===== src/rtl/rcfp_pkg.sv =====
// Shared types, codes and character constants of the command frame parser.
package rcfp_pkg;

  localparam int MAX_ARGS_DEF     = 1024;
  localparam int MAX_BULK_LEN_DEF = 1048576;

  localparam int CFG_IDX_W = 2;
  localparam logic [CFG_IDX_W-1:0] CFG_ARG_LIMIT  = 2'd0;
  localparam logic [CFG_IDX_W-1:0] CFG_BULK_LIMIT = 2'd1;

  localparam logic [10:0] ARG_LIMIT_RST  = 11'd1024;
  localparam logic [20:0] BULK_LIMIT_RST = 21'd1048576;

  localparam logic [7:0] CH_STAR   = 8'h2A;
  localparam logic [7:0] CH_DOLLAR = 8'h24;
  localparam logic [7:0] CH_MINUS  = 8'h2D;
  localparam logic [7:0] CH_PLUS   = 8'h2B;
  localparam logic [7:0] CH_CR     = 8'h0D;
  localparam logic [7:0] CH_LF     = 8'h0A;
  localparam logic [7:0] CH_ZERO   = 8'h30;
  localparam logic [7:0] CH_NINE   = 8'h39;

  typedef enum logic [3:0] {
    PH_ARRAY_MARK,
    PH_COUNT_LINE,
    PH_COUNT_LF,
    PH_BULK_MARK,
    PH_BULK_LINE,
    PH_BULK_LF,
    PH_PAYLOAD,
    PH_TRAIL_CR,
    PH_TRAIL_LF
  } phase_t;

  typedef enum logic [1:0] {
    KIND_PAYLOAD,
    KIND_ARG_END,
    KIND_EMPTY,
    KIND_ERROR
  } kind_t;

  typedef enum logic [2:0] {
    ERR_ARRAY_MARK,
    ERR_BULK_MARK,
    ERR_NUMBER,
    ERR_NEGATIVE,
    ERR_LIMIT,
    ERR_CRLF
  } err_t;

  typedef struct packed {
    logic [7:0] stream_byte;
    logic       resync;
  } in_req_t;

  typedef struct packed {
    kind_t       kind;
    logic [7:0]  payload;
    logic [9:0]  arg_index;
    logic [20:0] arg_length;
    logic [10:0] arg_total;
    logic        command_done;
    err_t        error_code;
  } out_res_t;

endpackage


===== src/rtl/rcfp_parser.sv =====
// Frame parse state, number line accumulator and result build for one byte.
module rcfp_parser
  import rcfp_pkg::*;
#(
  parameter int MAX_ARGS     = MAX_ARGS_DEF,
  parameter int MAX_BULK_LEN = MAX_BULK_LEN_DEF
) (
  input  logic        clk,
  input  logic        rst_n,
  input  logic        go,
  input  in_req_t     req,
  input  logic [10:0] alim_cfg,
  input  logic [20:0] blim_cfg,
  output logic        res_vld,
  output out_res_t    res
);

  localparam logic [31:0] MAX_ARGS_U = 32'(MAX_ARGS);
  localparam logic [31:0] MAX_BULK_U = 32'(MAX_BULK_LEN);

  phase_t      phase_r, phase_nxt;
  logic        neg_r, neg_nxt;
  logic        empty_r, empty_nxt;
  logic [20:0] acc_r, acc_nxt;
  logic        over_r, over_nxt;
  logic [10:0] decl_r, decl_nxt;
  logic [10:0] arg_r, arg_nxt;
  logic [20:0] left_r, left_nxt;
  logic [20:0] len_r, len_nxt;
  logic        hold_r, hold_nxt;

  logic [10:0] alim;
  logic [20:0] blim;
  logic [20:0] lim;
  logic [7:0]  b;
  logic        is_digit;
  logic        sign_char;
  logic [24:0] acc10;
  logic        line_bad;
  err_t        line_code;
  logic        err_v;
  err_t        err_c;
  logic        last_arg;
  logic        active;

  assign alim = ({21'b0, alim_cfg} < MAX_ARGS_U) ? alim_cfg : MAX_ARGS_U[10:0];
  assign blim = ({11'b0, blim_cfg} < MAX_BULK_U) ? blim_cfg : MAX_BULK_U[20:0];
  assign lim  = (phase_r == PH_COUNT_LINE) ? {10'b0, alim} : blim;

  assign b         = req.stream_byte;
  assign active    = go && !req.resync && !hold_r;
  assign is_digit  = (b >= CH_ZERO) && (b <= CH_NINE);
  assign sign_char = empty_r && ((b == CH_MINUS) || (b == CH_PLUS));
  assign acc10     = ({4'b0, acc_r} << 3) + ({4'b0, acc_r} << 1) + {21'b0, b[3:0]};
  assign last_arg  = ({1'b0, arg_r} + 12'd1) >= {1'b0, decl_r};

  always_comb begin
    line_bad  = 1'b1;
    line_code = ERR_NUMBER;
    if (empty_r) begin
      line_code = ERR_NUMBER;
    end else if (neg_r && ((acc_r != 21'd0) || over_r)) begin
      line_code = ERR_NEGATIVE;
    end else if (over_r) begin
      line_code = ERR_LIMIT;
    end else begin
      line_bad = 1'b0;
    end
  end

  // Error decode per phase
  always_comb begin
    err_v = 1'b0;
    err_c = ERR_NUMBER;
    case (phase_r)
      PH_ARRAY_MARK: begin
        err_v = (b != CH_STAR);
        err_c = ERR_ARRAY_MARK;
      end
      PH_COUNT_LINE, PH_BULK_LINE: begin
        err_v = (b != CH_CR) && !sign_char && !is_digit;
        err_c = ERR_NUMBER;
      end
      PH_COUNT_LF, PH_BULK_LF: begin
        err_v = (b != CH_LF) || line_bad;
        err_c = (b != CH_LF) ? ERR_NUMBER : line_code;
      end
      PH_BULK_MARK: begin
        err_v = (b != CH_DOLLAR);
        err_c = ERR_BULK_MARK;
      end
      PH_TRAIL_CR: begin
        err_v = (b != CH_CR);
        err_c = ERR_CRLF;
      end
      PH_TRAIL_LF: begin
        err_v = (b != CH_LF);
        err_c = ERR_CRLF;
      end
      default: begin
        err_v = 1'b0;
        err_c = ERR_NUMBER;
      end
    endcase
  end

  // Next state
  always_comb begin
    phase_nxt = phase_r;
    neg_nxt   = neg_r;
    empty_nxt = empty_r;
    acc_nxt   = acc_r;
    over_nxt  = over_r;
    decl_nxt  = decl_r;
    arg_nxt   = arg_r;
    left_nxt  = left_r;
    len_nxt   = len_r;
    hold_nxt  = hold_r;
    if (go && req.resync) begin
      phase_nxt = PH_ARRAY_MARK;
      neg_nxt   = 1'b0;
      empty_nxt = 1'b1;
      acc_nxt   = '0;
      over_nxt  = 1'b0;
      decl_nxt  = '0;
      arg_nxt   = '0;
      left_nxt  = '0;
      len_nxt   = '0;
      hold_nxt  = 1'b0;
    end else if (active && err_v) begin
      hold_nxt = 1'b1;
    end else if (active) begin
      case (phase_r)
        PH_ARRAY_MARK, PH_BULK_MARK: begin
          neg_nxt   = 1'b0;
          empty_nxt = 1'b1;
          acc_nxt   = '0;
          over_nxt  = 1'b0;
          phase_nxt = (phase_r == PH_ARRAY_MARK) ? PH_COUNT_LINE : PH_BULK_LINE;
        end
        PH_COUNT_LINE, PH_BULK_LINE: begin
          if (b == CH_CR) begin
            phase_nxt = (phase_r == PH_COUNT_LINE) ? PH_COUNT_LF : PH_BULK_LF;
          end else if (sign_char) begin
            neg_nxt   = (b == CH_MINUS);
            empty_nxt = 1'b0;
          end else begin
            empty_nxt = 1'b0;
            if (!over_r) begin
              if (acc10 > {4'b0, lim}) begin
                over_nxt = 1'b1;
              end else begin
                acc_nxt = acc10[20:0];
              end
            end
          end
        end
        PH_COUNT_LF: begin
          if (acc_r == 21'd0) begin
            phase_nxt = PH_ARRAY_MARK;
            neg_nxt   = 1'b0;
            empty_nxt = 1'b1;
            acc_nxt   = '0;
            over_nxt  = 1'b0;
            decl_nxt  = '0;
            arg_nxt   = '0;
            left_nxt  = '0;
            len_nxt   = '0;
          end else begin
            decl_nxt  = acc_r[10:0];
            arg_nxt   = '0;
            phase_nxt = PH_BULK_MARK;
          end
        end
        PH_BULK_LF: begin
          len_nxt   = acc_r;
          left_nxt  = acc_r;
          phase_nxt = (acc_r == 21'd0) ? PH_TRAIL_CR : PH_PAYLOAD;
        end
        PH_PAYLOAD: begin
          if (left_r != 21'd0) begin
            left_nxt = left_r - 21'd1;
          end
          if (left_r <= 21'd1) begin
            phase_nxt = PH_TRAIL_CR;
          end
        end
        PH_TRAIL_CR: begin
          phase_nxt = PH_TRAIL_LF;
        end
        PH_TRAIL_LF: begin
          if (last_arg) begin
            phase_nxt = PH_ARRAY_MARK;
            neg_nxt   = 1'b0;
            empty_nxt = 1'b1;
            acc_nxt   = '0;
            over_nxt  = 1'b0;
            decl_nxt  = '0;
            arg_nxt   = '0;
            left_nxt  = '0;
            len_nxt   = '0;
          end else begin
            arg_nxt   = arg_r + 11'd1;
            phase_nxt = PH_BULK_MARK;
          end
        end
        default: begin
          phase_nxt = PH_ARRAY_MARK;
          neg_nxt   = 1'b0;
          empty_nxt = 1'b1;
          acc_nxt   = '0;
          over_nxt  = 1'b0;
          decl_nxt  = '0;
          arg_nxt   = '0;
          left_nxt  = '0;
          len_nxt   = '0;
        end
      endcase
    end
  end

  // Result
  always_comb begin
    res_vld          = 1'b0;
    res              = '0;
    res.kind         = KIND_PAYLOAD;
    res.error_code   = ERR_ARRAY_MARK;
    if (active && err_v) begin
      res_vld        = 1'b1;
      res.kind       = KIND_ERROR;
      res.arg_index  = arg_r[9:0];
      res.arg_total  = decl_r;
      res.error_code = err_c;
    end else if (active) begin
      case (phase_r)
        PH_COUNT_LF: begin
          if (acc_r == 21'd0) begin
            res_vld          = 1'b1;
            res.kind         = KIND_EMPTY;
            res.command_done = 1'b1;
          end
        end
        PH_PAYLOAD: begin
          res_vld       = 1'b1;
          res.kind      = KIND_PAYLOAD;
          res.payload   = b;
          res.arg_index = arg_r[9:0];
          res.arg_total = decl_r;
        end
        PH_TRAIL_LF: begin
          res_vld          = 1'b1;
          res.kind         = KIND_ARG_END;
          res.arg_index    = arg_r[9:0];
          res.arg_length   = len_r;
          res.arg_total    = decl_r;
          res.command_done = last_arg;
        end
        default: begin
          res_vld = 1'b0;
        end
      endcase
    end
  end

  always_ff @(posedge clk) begin
    if (!rst_n) begin
      phase_r <= PH_ARRAY_MARK;
      neg_r   <= 1'b0;
      empty_r <= 1'b1;
      acc_r   <= '0;
      over_r  <= 1'b0;
      decl_r  <= '0;
      arg_r   <= '0;
      left_r  <= '0;
      len_r   <= '0;
      hold_r  <= 1'b0;
    end else begin
      phase_r <= phase_nxt;
      neg_r   <= neg_nxt;
      empty_r <= empty_nxt;
      acc_r   <= acc_nxt;
      over_r  <= over_nxt;
      decl_r  <= decl_nxt;
      arg_r   <= arg_nxt;
      left_r  <= left_nxt;
      len_r   <= len_nxt;
      hold_r  <= hold_nxt;
    end
  end

  a_hold_silent: assert property (@(posedge clk) disable iff (!rst_n)
    (hold_r && !req.resync) |-> !res_vld)
    else $error("result produced during error hold");

  a_err_sets_hold: assert property (@(posedge clk) disable iff (!rst_n)
    (res_vld && res.kind == KIND_ERROR) |=> hold_r)
    else $error("error result without hold");

  a_payload_left: assert property (@(posedge clk) disable iff (!rst_n)
    (phase_r == PH_PAYLOAD) |-> (left_r != 21'd0))
    else $error("payload phase with no bytes left");

  a_arg_in_range: assert property (@(posedge clk) disable iff (!rst_n)
    (phase_r == PH_BULK_MARK) |-> (arg_r < decl_r))
    else $error("argument index beyond declared count");

endmodule


===== src/rtl/rcfp_out_buf.sv =====
// Result register with stall hold toward the downstream side.
module rcfp_out_buf
  import rcfp_pkg::*;
(
  input  logic     clk,
  input  logic     rst_n,
  input  logic     load,
  input  out_res_t load_data,
  output logic     free,
  output logic     out_valid,
  input  logic     out_stall,
  output out_res_t out_data
);

  logic     vld_r, vld_nxt;
  out_res_t data_r;

  assign free      = !vld_r || !out_stall;
  assign out_valid = vld_r;
  assign out_data  = data_r;

  always_comb begin
    vld_nxt = vld_r && out_stall;
    if (load) begin
      vld_nxt = 1'b1;
    end
  end

  always_ff @(posedge clk) begin
    if (!rst_n) begin
      vld_r <= 1'b0;
    end else begin
      vld_r <= vld_nxt;
    end
  end

  always_ff @(posedge clk) begin
    if (load) begin
      data_r <= load_data;
    end
  end

endmodule


===== src/rtl/resp_command_frame_parser_top.sv =====
// Top level of the command frame parser: input register, limits, parser, result register.
//
//   channel | direction | handshake           | payload
//   in_     | input     | in_valid / in_stall | in_data   (in_req_t)
//   out_    | output    | out_valid/out_stall | out_data  (out_res_t)
//   cfg_    | input     | cfg_valid/cfg_ready | cfg_index, cfg_data
//
// One request per cycle unless out_stall holds a full result register.
// The per-byte phase update and times-ten accumulate sit between the input and result registers.
// Synchronous active-low reset; limits reset to 1024 and 1048576, no clearing pass.
// out_stall holds the result register; the input register keeps taking requests while it is free.
module resp_command_frame_parser_top
  import rcfp_pkg::*;
#(
  parameter int MAX_ARGS     = MAX_ARGS_DEF,
  parameter int MAX_BULK_LEN = MAX_BULK_LEN_DEF
) (
  input  logic                 clk,
  input  logic                 rst_n,
  input  logic                 in_valid,
  output logic                 in_stall,
  input  in_req_t              in_data,
  output logic                 out_valid,
  input  logic                 out_stall,
  output out_res_t             out_data,
  input  logic                 cfg_valid,
  output logic                 cfg_ready,
  input  logic [CFG_IDX_W-1:0] cfg_index,
  input  logic [20:0]          cfg_data
);

  logic        stg_vld_r, stg_vld_nxt;
  in_req_t     stg_req_r;
  logic [10:0] arg_limit_r;
  logic [20:0] bulk_limit_r;
  logic        free;
  logic        go;
  logic        accept;
  logic        res_vld;
  out_res_t    res;

  assign cfg_ready = 1'b1;
  assign go        = stg_vld_r && free;
  assign in_stall  = stg_vld_r && !free;
  assign accept    = in_valid && !in_stall;

  always_comb begin
    stg_vld_nxt = stg_vld_r && !go;
    if (accept) begin
      stg_vld_nxt = 1'b1;
    end
  end

  always_ff @(posedge clk) begin
    if (!rst_n) begin
      stg_vld_r <= 1'b0;
    end else begin
      stg_vld_r <= stg_vld_nxt;
    end
  end

  always_ff @(posedge clk) begin
    if (accept) begin
      stg_req_r <= in_data;
    end
  end

  always_ff @(posedge clk) begin
    if (!rst_n) begin
      arg_limit_r  <= ARG_LIMIT_RST;
      bulk_limit_r <= BULK_LIMIT_RST;
    end else if (cfg_valid && cfg_ready) begin
      case (cfg_index)
        CFG_ARG_LIMIT:  arg_limit_r  <= cfg_data[10:0];
        CFG_BULK_LIMIT: bulk_limit_r <= cfg_data;
        default: begin
          arg_limit_r <= arg_limit_r;
        end
      endcase
    end
  end

  rcfp_parser #(
    .MAX_ARGS     (MAX_ARGS),
    .MAX_BULK_LEN (MAX_BULK_LEN)
  ) u_parser (
    .clk      (clk),
    .rst_n    (rst_n),
    .go       (go),
    .req      (stg_req_r),
    .alim_cfg (arg_limit_r),
    .blim_cfg (bulk_limit_r),
    .res_vld  (res_vld),
    .res      (res)
  );

  rcfp_out_buf u_out_buf (
    .clk       (clk),
    .rst_n     (rst_n),
    .load      (res_vld),
    .load_data (res),
    .free      (free),
    .out_valid (out_valid),
    .out_stall (out_stall),
    .out_data  (out_data)
  );

endmodule

===== config.mk =====
export PLATFORM = sky130hd
export DESIGN_NAME = resp_command_frame_parser_top
export DESIGN_NICKNAME = d
export VERILOG_FILES = /design/src/rtl/rcfp_pkg.sv /design/src/rtl/rcfp_parser.sv /design/src/rtl/rcfp_out_buf.sv /design/src/rtl/resp_command_frame_parser_top.sv
export SDC_FILE = /design/constraint.sdc
export NUM_CORES = 1
export LEC_CHECK = 0
export BUFFER_PORTS_ARGS = -buffer_cell sky130_fd_sc_hd__buf_4
export CORE_ASPECT_RATIO = 1.5
export CORE_UTILIZATION = 30
export DETAILED_ROUTE_END_ITERATION = 10
export SYNTH_ARGS = -nofsm -noshare
export SYNTH_HDL_FRONTEND = slang
export SYNTH_SLANG_ARGS = --single-unit

===== constraint.sdc =====
create_clock -name clk -period 5.13 [get_ports clk]
set_input_delay 0.2565 -clock clk [delete_from_list [all_inputs] [get_ports clk]]
set_output_delay 0.2565 -clock clk [all_outputs]
set_load 0.01 [all_outputs]

==> qor.txt <==
Core footprint: 34,300 um^2
Yosys reg bits: 192
DRT iter0 DRCs: 486
Cell Chain, Critical Path: inv_2 -> fa_1 -> inv_2 -> fa_2 -> a21oi_4 -> o22ai_2 -> or4b_4 -> and2_4 -> a21o_1 -> a21oi_2 -> xnor2_1 -> ha_1 -> nand4_1 -> nor2_1 -> nand3_1 -> or4_4 -> a221o_1 -> nor4_2 -> buf_4 -> buf_6 -> and3_4 -> clkbuf_16 -> a22o_1
Peak supply drop: 228 uV
Synth Instances: 1,149
Largest family of logic cells by synthesized area: simple AND/OR/NAND/NOR gates
Mapped Area: 10,500 um^2
Final ANT Viol Nets: 0
Die area: 35,600 um^2
Failing checks: negative setup slack
Post-synthesis sequential area ratio: 43.0%
Largest net degree at the start of global routing: 75
PwrDens: 239 nW/um^2
Placed cells: 1,676
Post-Synth Adder-Cell Area: 9.48%
Total congestion overflow: 0
Post-synth top area cell: dfxtp_1
Hold crit path type: in2reg
Routed wire length: 28,800 um
Worst R2R End: u_parser.acc_r[11]$_SDFFE_PP0P_
Vias in the first global route: 8,855
Row Count: 83
Critical-path top delay cell: fa_1
Final Cycle Share: 101%
Synth top area share: 24.3%
CTS tree: done
Final Non-Filler Cells: 1,730
Clk_lat worst skew: 460 ps
Final Max Tran Viols: 0
Crit path kind: reg2reg
Ratio of cells with drive above 1 in the final layout: 19.2%
I/O Pins: 96
Worst-margin pin slew: 1190 ps
Ant diodes: 0
Final TNS setup: -990 ps
Drt first pass iters: 5
PortBufs: 94
Reg2Reg Depth: 23
Max_cap viols: 0
Antenna violations before repair: 0
Clock sink count: 192
Per-cell routed wire length: 16.7 um
Reg2Reg Launch Point: u_parser.acc_r[2]$_SDFFE_PP0P_
Period minus WS final: 5200 ps
Simple-gate share of the synthesized area: 21.8%
Startpoint Class: register
Most used DFF post-synth: dfxtp_1
Leak pwr: 5.19 nW
Hold Path Sink: stg_vld_r$_SDFF_PN0_
Htree depth: 4
Hold_sp: in_valid
Die Y: 231 um
Final Hold Viols: 0
XOR/XNOR Fraction of Synth Area: 2.68%
Die X: 154 um
Vias per Instance: 5.19
Compound-Gate Fraction of Synth Area: 18.4%
Via count: 8,980
CP most frequent cell: inv_2
R2r setup slk: -70 ps
Filler instances: 3,458
First-pass GRT wire length: 46,000 um
Dpl hpwl: 21,000 um
Worst Hold Depth: 2
Top post-synthesis cells by area: dfxtp_1 24%, edfxtp_1 19%, ha_1 9.1%
Avg Inst Size Synth: 9.10 um^2
Worst Path Required: 5520 ps
DRC Markers: 0
Slowest stage delay, CP: 550 ps
RePlAce Congestion: 0.870
WHS: 27.8 ps
FMAX: 192 MHz
Initial Utilization: 30.5%
CTS max path bufs: 2
Synth cell types: 73
Total GRT Usage: 16.5%
Cts bufs inserted: 17
Worst setup margin: -71.8 ps
Syn Nets: 1,264
Layout Nets: 1,407
CTS root buf: clkbuf_16
Post-synthesis mux area share: 1.24%
Post-synth EDFFs: 65
Async set-or-reset flop fraction in the synthesized netlist: 0%
Crit path max fanout: 5
RSZ-0062 raised after global routing: true
Critical Path AT: 5590 ps
Worst-path clk slew: 70 ps
Clock Skews: 12.4 ps
Synthesis-to-finish area growth: 24.3%
Slew HR: 20.6%
Yosys warnings: 0
Final setup viols: 21
Status: complete, but fails checks
CP Capture Type: register
-- critical path, delay by kind of cell (launching register included) --
kind,cells,cell delay (ps)
XOR/XNOR,1,100
buffers and inverters,5,510
AND/OR/NAND/NOR,8,1940
flip-flops,1,340
adder cells (fa/ha/maj),3,1220
AO/OA/AOI/OAI,6,1020
-- state kept, by name (all words and copies together) (netlist names), 4 cells and up --
register            flops
u_parser.acc_r         21
u_parser.left_r        21
u_parser.len_r         21
arg_limit_r            11
bulk_limit_r           21
u_out_buf.out_data     56
u_parser.decl_r        11
stg_req_r               9
u_parser.arg_r         11
u_parser.phase_r        4
-- Yosys cell counts (all sizes together), types with 3 or more instances --
master / instances
nand2: 144
dfxtp: 127
a21oi: 104
nor2: 79
ha: 76
edfxtp: 65
nand3: 52
and2: 50
o21ai: 43
clkbuf: 41
inv: 33
nor3: 26
a22o: 25
a21boi: 21
and3: 19
xnor2: 18
nand4: 17
nor4: 17
nor2b: 16
a21o: 14
buf: 14
xor2: 14
a211oi: 13
mux2i: 13
a22oi: 11
nand2b: 8
a31oi: 7
a221oi: 6
nand3b: 6
o21a: 6
o21bai: 6
a311oi: 5
or2: 5
a211o: 4
o22ai: 4
o211ai: 3
o31ai: 3
o41ai: 3
or3: 3
-- metal layers --
| layer | wire length, um | part of all wire, % | global-route usage, % |
|---|---|---|---|
| met4 | 839 | 2.9 | 7.39 |
| met3 | 818 | 2.8 | 2.50 |
| met1 | 11700 | 41 | 18.1 |
| met5 | 0 | 0 | 0 |
| met2 | 15500 | 54 | 30.8 |
-- what timing repair did --
item,in CTS,in global routing
cloned,3,1
setup buffers,5,4
hold endpoints to repair,9,0
hold buffers,9,0
pin swaps,11,17
setup endpoints to repair,22,22
resized for setup,20,13
-- layout make-up --
type / count / area, um^2 / share of cell area [%]
Multi-Input combinational cell: 869 / 5770 / 44.4
Sequential cell: 192 / 4500 / 34.6
Timing Repair Buffer: 179 / 1470 / 11.3
Tap cell: 425 / 532 / 4.09
Clock buffer: 20 / 489 / 3.76
Inverter: 33 / 124 / 0.953
Clock inverter: 12 / 113 / 0.866
-- report_power, final --
group | total, mW | switching (mW) | leakage, nW | internal, mW
clock | 1.35 | 0.642 | 0.298 | 0.708
combinational | 0.151 | 0.0811 | 3.23 | 0.0704
sequential | 1.60 | 0.0125 | 1.67 | 1.59
-- worst max-delay path by stage --
stage	startpoint	endpoint	slack, ps	cells after the start
global placement	stg_req_r[4]$_DFFE_PP_	u_parser.acc_r[0]$_SDFFE_PP0P_	-200	22
global route	stg_req_r[4]$_DFFE_PP_	u_parser.acc_r[16]$_SDFFE_PP0P_	-340	23
detailed placement	stg_req_r[4]$_DFFE_PP_	u_parser.acc_r[14]$_SDFFE_PP0P_	-290	22
CTS	stg_req_r[4]$_DFFE_PP_	u_parser.acc_r[20]$_SDFFE_PP0P_	-60	22
floorplan	stg_req_r[4]$_DFFE_PP_	u_parser.acc_r[0]$_SDFFE_PP0P_	-2	21
finish	u_parser.acc_r[2]$_SDFFE_PP0P_	u_parser.acc_r[11]$_SDFFE_PP0P_	-70	23
-- kinds of logic after synthesis --
logic type | Yosys count
AOI/OAI and AO/OA | 292
xor gates and xnor gates | 32
adders and majority gates | 78
buffers and inverters | 88
DFF | 192
muxes | 13
other | 1
and+or+nand+nor | 453
-- metrics by stage --
| step | cell area [um^2] | power (mW) | setup WS [ps] | util, % |
|---|---|---|---|---|
| global route | 13000 | 3.22 | -336 | 37.9 |
| detailed placement | 12000 | 1.78 | -293 | 35.0 |
| global placement | 12000 | 1.77 | -202 | 35.0 |
| finish | 13000 | 3.10 | -71.8 | 37.9 |
| floorplan | 10500 | 1.71 | -1.84 | - |
| CTS | 12900 | 3.14 | -58.3 | 37.6 |
-- placed cells by master, fill, tap and decap left out, types with 8 or more instances in the layout --
cell           instances
inv_1                 30
dlygate4sd3_1          9
and3_1                18
clkbuf_16             20
a22o_1                25
xor2_1                14
nor2b_1               16
o21ai_0               39
xnor2_1               17
ha_1                  73
and2_1                49
a21boi_0              20
nand4_1               17
nor4_1                12
nand2_1              142
edfxtp_1              65
a21oi_1               97
nand2b_1               8
buf_4                161
mux2i_1               13
a21o_1                14
nor2_1                78
a22oi_1               11
a211oi_1              10
nand3_1               52
dfxtp_1              126
nor3_1                24
Note: power is estimated with default switching activity, not from simulation.
